===== src/rtl/core/mls_pkg.sv =====
// ---------------------------------------------------------------------------
// mls_pkg
// shared types, constants and the debug palette of the mip level selector
// ---------------------------------------------------------------------------
package mls_pkg;

    localparam int LEVELS          = 12;
    localparam int DERIV_FRAC_BITS = 20;

    localparam int DERIV_W = 24;
    localparam int TEX_W   = 15;
    localparam int LEVEL_W = 4;
    localparam int COL_W   = 9;

    // scaled derivative and its square
    localparam int PROD_W  = DERIV_W + TEX_W - 1;   // magnitude <= 2^23, tex < 2^15
    localparam int HALF_W  = (PROD_W + 1) / 2;
    localparam int SQ_W    = 2 * PROD_W;
    localparam int L_W     = SQ_W + 1;

    localparam logic [TEX_W-1:0] TEX_WIDTH_RST  = TEX_W'(1000);
    localparam logic [TEX_W-1:0] TEX_HEIGHT_RST = TEX_W'(100);

    typedef enum logic {
        t_REG_TEX_WIDTH  = 1'b0,
        t_REG_TEX_HEIGHT = 1'b1
    } t_cfg_reg;

    typedef struct packed {
        logic pp;    // partial product stage advances
        logic sum;   // assembly stage advances
    } t_sq_en;

    typedef struct packed {
        logic [COL_W-1:0] red;
        logic [COL_W-1:0] green;
        logic [COL_W-1:0] blue;
    } t_rgb;

    function automatic t_rgb palette(input logic [LEVEL_W-1:0] idx);
        t_rgb c;
        case (idx)
            4'd0:    c = '{9'd256, 9'd0,   9'd0};
            4'd1:    c = '{9'd0,   9'd0,   9'd256};
            4'd2:    c = '{9'd256, 9'd128, 9'd0};
            4'd3:    c = '{9'd256, 9'd0,   9'd128};
            4'd4:    c = '{9'd0,   9'd128, 9'd128};
            4'd5:    c = '{9'd0,   9'd64,  9'd128};
            4'd6:    c = '{9'd64,  9'd128, 9'd0};
            4'd7:    c = '{9'd128, 9'd0,   9'd256};
            4'd8:    c = '{9'd256, 9'd64,  9'd128};
            4'd9:    c = '{9'd128, 9'd128, 9'd128};
            4'd10:   c = '{9'd64,  9'd64,  9'd64};
            default: c = '{9'd32,  9'd32,  9'd32};
        endcase
        return c;
    endfunction

endpackage


===== src/rtl/core/mls_square.sv =====
// ---------------------------------------------------------------------------
// mls_square
// two-stage pipelined squarer: split partial products, then assembly
// ---------------------------------------------------------------------------
module mls_square (
    input  logic                         i_clk,
    input  mls_pkg::t_sq_en              i_en,
    input  logic [mls_pkg::PROD_W-1:0]   i_x,
    output logic [mls_pkg::SQ_W-1:0]     o_sq
);

    localparam int H  = mls_pkg::HALF_W;
    localparam int LW = mls_pkg::PROD_W - H;

    logic [H-1:0]         w_xh;
    logic [H-1:0]         w_xl;
    logic [2*H-1:0]       r_hh;
    logic [2*H-1:0]       r_hl;
    logic [2*H-1:0]       r_ll;
    logic [mls_pkg::SQ_W-1:0] r_sq;

    assign w_xh = H'(i_x >> LW);
    assign w_xl = H'(i_x[LW-1:0]);

    always_ff @(posedge i_clk) begin
        if (i_en.pp) begin
            r_hh <= (2*H)'(w_xh) * (2*H)'(w_xh);
            r_hl <= (2*H)'(w_xh) * (2*H)'(w_xl);
            r_ll <= (2*H)'(w_xl) * (2*H)'(w_xl);
        end
    end

    // x^2 = hh * 2^(2*lw) + 2 * hl * 2^lw + ll
    always_ff @(posedge i_clk) begin
        if (i_en.sum) begin
            r_sq <= (mls_pkg::SQ_W'(r_hh) << (2*LW))
                  + (mls_pkg::SQ_W'(r_hl) << (LW+1))
                  +  mls_pkg::SQ_W'(r_ll);
        end
    end

    assign o_sq = r_sq;

endmodule


===== config.mk =====
export PLATFORM = sky130hd
export DESIGN_NAME = mls_square
export DESIGN_NICKNAME = d
export VERILOG_FILES = /design/src/rtl/core/mls_pkg.sv /design/src/rtl/core/mls_square.sv
export SDC_FILE = /design/constraint.sdc
export NUM_CORES = 2
export LEC_CHECK = 0
export CAP_MARGIN = 10
export CORE_MARGIN = 10
export CORE_UTILIZATION = 45
export CTS_CLUSTER_SIZE = 30
export DETAILED_ROUTE_END_ITERATION = 8
export DONT_BUFFER_PORTS = 1
export HOLD_SLACK_MARGIN = 0.03
export MAX_ROUTING_LAYER = met4
export RECOVER_POWER = 25
export SLEW_MARGIN = 10
export SYNTH_ARGS = -nofsm -noshare
export SYNTH_HDL_FRONTEND = slang
export SYNTH_SLANG_ARGS = --single-unit
export TNS_END_PERCENT = 100

===== constraint.sdc =====
create_clock -name i_clk -period 15.35 [get_ports i_clk]
set_clock_uncertainty 0.05 [all_clocks]
set_input_delay 4.605 -clock i_clk [delete_from_list [all_inputs] [get_ports i_clk]]
set_output_delay 4.605 -clock i_clk [all_outputs]
set_load 0.05 [all_outputs]

==> out/summary.txt <==
Most common cell in the netlist = inv_1
Buf/Inv on CP = 5
Global route overflow = 0
Insertion delay to the later sink of the worst-skew pair = 0.50 ns
Worst Hold Depth = 0
H-tree Lvls = 4
Largest net degree at the start of global routing = 113
Reg-to-reg endpoint = o_sq[75]
Initial DRT Pass Iterations = 5
DRT antenna net count = 0
Fmax = 89.66 MHz
CTS Root Buffer Type = clkbuf_16
Cell count after synthesis = 4171
Setup crit start kind = input port
FF-to-FF Start = r_ll[26]
R2R Setup Slk = 10.84 ns
Crit Path Max Fanout = 33
Worst Tran Pin Value = 1.189 ns
CP top delay family = adder cells
Hold WC Path Type = reg2reg
Post-Route WL = 96830 µm
FFs w/ async S/R, synth = 0
CTS Buffer Depth = 2
Dpl hpwl = 73410 µm
Yosys reg bits = 187
Yosys cell types = 73
Crit path top cell by count = fa_1
Via count = 26560
Worst path max stage delay = 0.51 ns
Top FF cell, synth = edfxtp_1
Starting density of the core = 0.4526
Cts-stage hold buffer count = 0
Hold wc startpoint = r_ll[16]
Unrepaired setup endpoints after global routing = false
Cell Rows = 109
Mapped Area = 39880 µm²
CP required = 15.55 ns
Mean Syn Cell Area = 9.561 µm²
Final net count = 5264
CP max stage cell = fa_1
Share of layout cells above drive strength 1 = 0.01360
Post-CTS Setup Inserts = 0
EDFF count, synth = 187
Routability cong. = 0.9045
Clock Sinks = 187
IO buf count = 0
Initial antenna violation count = 4
Die Wd = 317.7 µm
Seq/Total Area, Yosys = 0.1408
Final Hold Viols = 0
Worst path arrival time = 11.36 ns
Vias per Instance = 5.097
Fin crit share = 0.7266
Share of the synthesized area in the top cell type = 0.3941
Die area = 100900 µm²
Post-synth top cells = inv_1 (1075), fa_1 (785), nand2_1 (418)
Core Box Area = 88100 µm²
# DRC = 0
Syn Nets = 5404
Ys Warns = 0
Crit Path Category = in2reg
Top post-synthesis cells by area = fa_1 (39%), edfxtp_1 (14%), ha_1 (13%)
Final setup TNS = 0 ns
CTS tree = done
Final setup viols = 0
Layout area overhead = 3.615%
Relative slew slack = 0.1988
GRT Overall Usage = 0.2027
# resized after CTS = 0
Global-route wire length before repair = 158000 µm
Worst Hold Endpoint = o_sq[16]
Starting DRT DRC Count = 1516
Die height = 317.7 µm
Cts bufs inserted = 17
CP cell instances = clkinv_1, nor2_1, fa_1, inv_1, fa_1, fa_1, inv_1, fa_1, fa_1, inv_1, fa_1, inv_1, ha_1, and3_1, nand4_1, or3_1, a31oi_1, o22a_1, a41o_1, a21oi_1, o211ai_1, a41oi_1, xnor2_1
Total I/O pin count = 117
Max-Cap Viols = 0
Post-DR wirelength/cell = 18.58 µm
Pins Over Slew Limit = 0
Vias in the first global route = 28170
Worst setup EP type = flip-flop
Clock slew at reported path FFs = 0.09 ns
Outcome = complete, no violations
Min Tclk post-route = 11.15 ns
R2r worst-path depth = 11
Cell taking the most area after synthesis = fa_1
registers in the layout (all words and copies together) (netlist names):
name and cells:
o_sq 75, r_hl 38, r_hh 37, r_ll 37
through the flow:
step	utilization	instance area [µm²]	hold slack [ns]	worst slack [ns]	instances
6_report	0.4690	41320	0.3743	4.197	5210
5_1_grt	0.4690	41320	0.3833	3.793	5210
4_1_cts	0.4690	41320	0.3731	4.189	5209
3_5_place_dp	0.4624	40740	0.3545	3.636	5177
3_3_place_gp	0.4624	40740	0.3503	3.734	5177
2_1_floorplan	-	39880	0.3503	4.230	4171
logic make-up after synthesis:
kind of cell,count (synthesis),share of synthesized area
compound gates,382,0.06291
flops,187,0.1408
other cells,1,0.00009404
mux,4,0.001067
fa+ha+maj,1192,0.5218
xor+xnor,167,0.03668
buf+inv,1245,0.1173
simple gates,993,0.1193
how the worst max path moves through the flow:
stage,startpoint,depth (start not counted),endpoint,slack (ns)
floorplan,i_x[22],26,r_hh[36],4.23
global placement,i_x[35],23,r_hh[37],3.73
detailed placement,i_x[35],23,r_hh[37],3.64
CTS,i_x[35],23,r_hh[37],4.19
global route,i_x[35],23,r_hh[37],3.79
finish,i_x[35],23,r_hh[37],4.20
worst register-to-register path: stages (launching register included):
cell and delay, ns:
edfxtp_1 0.37, ha_1 0.37, o21ai_0 0.13, nor3_1 0.33, nand3_1 0.15, a21oi_1 0.36
a21o_1 0.27, a41oi_1 0.30, o21ai_0 1.01, nand2_1 0.41, nor4_1 0.40, xor2_1 0.11
per-layer routing:
layer	vias up	track usage	share of wire
met5	-	-	0
met4	0	0.03423	0.012
met3	72	0.03003	0.052
met2	570	0.3161	0.46
met1	13580	0.2823	0.47
li1	12330	-	-
area by class of cell:
class / instances / area [µm²]
well taps: 1165 / 1458
fillers: 8451 / 46780
diodes: 1 / 2.502
inverters: 1084 / 4069
clock inverters: 14 / 152.6
multi-input cells: 2739 / 29580
clock buffers: 18 / 429.2
flip-flops and latches: 187 / 5615
repair buffers: 2 / 15.01
placed cells by master (no fill, tap or decap), types with 3 or more instances in the layout:
master and n:
inv_1 1075, fa_1 785, nand2_1 418, ha_1 407, and2_1 275, edfxtp_1 187
nor2_1 148, a21oi_1 120, xnor2_1 116, a21o_1 69, o21ai_0 62, xor2_1 51
nand3_1 35, nor2b_1 22, nand2b_1 20, a211oi_1 19, nand4_1 18, o21bai_1 18
clkbuf_16 17, nor3_1 16, and3_1 14, o21a_1 13, o211ai_1 12, a31oi_1 10
o221ai_1 8, or2_2 8, and4_1 6, clkinv_1 6, a21boi_0 5, a2111oi_0 4
or3_1 4, clkinv_8 4, inv_2 3, a41oi_1 3, nor4_1 3, inv_8 3
inv_6 3
Power is not shown: default switching activity piles up to over one toggle a cycle in this logic, so the estimate is an artifact.
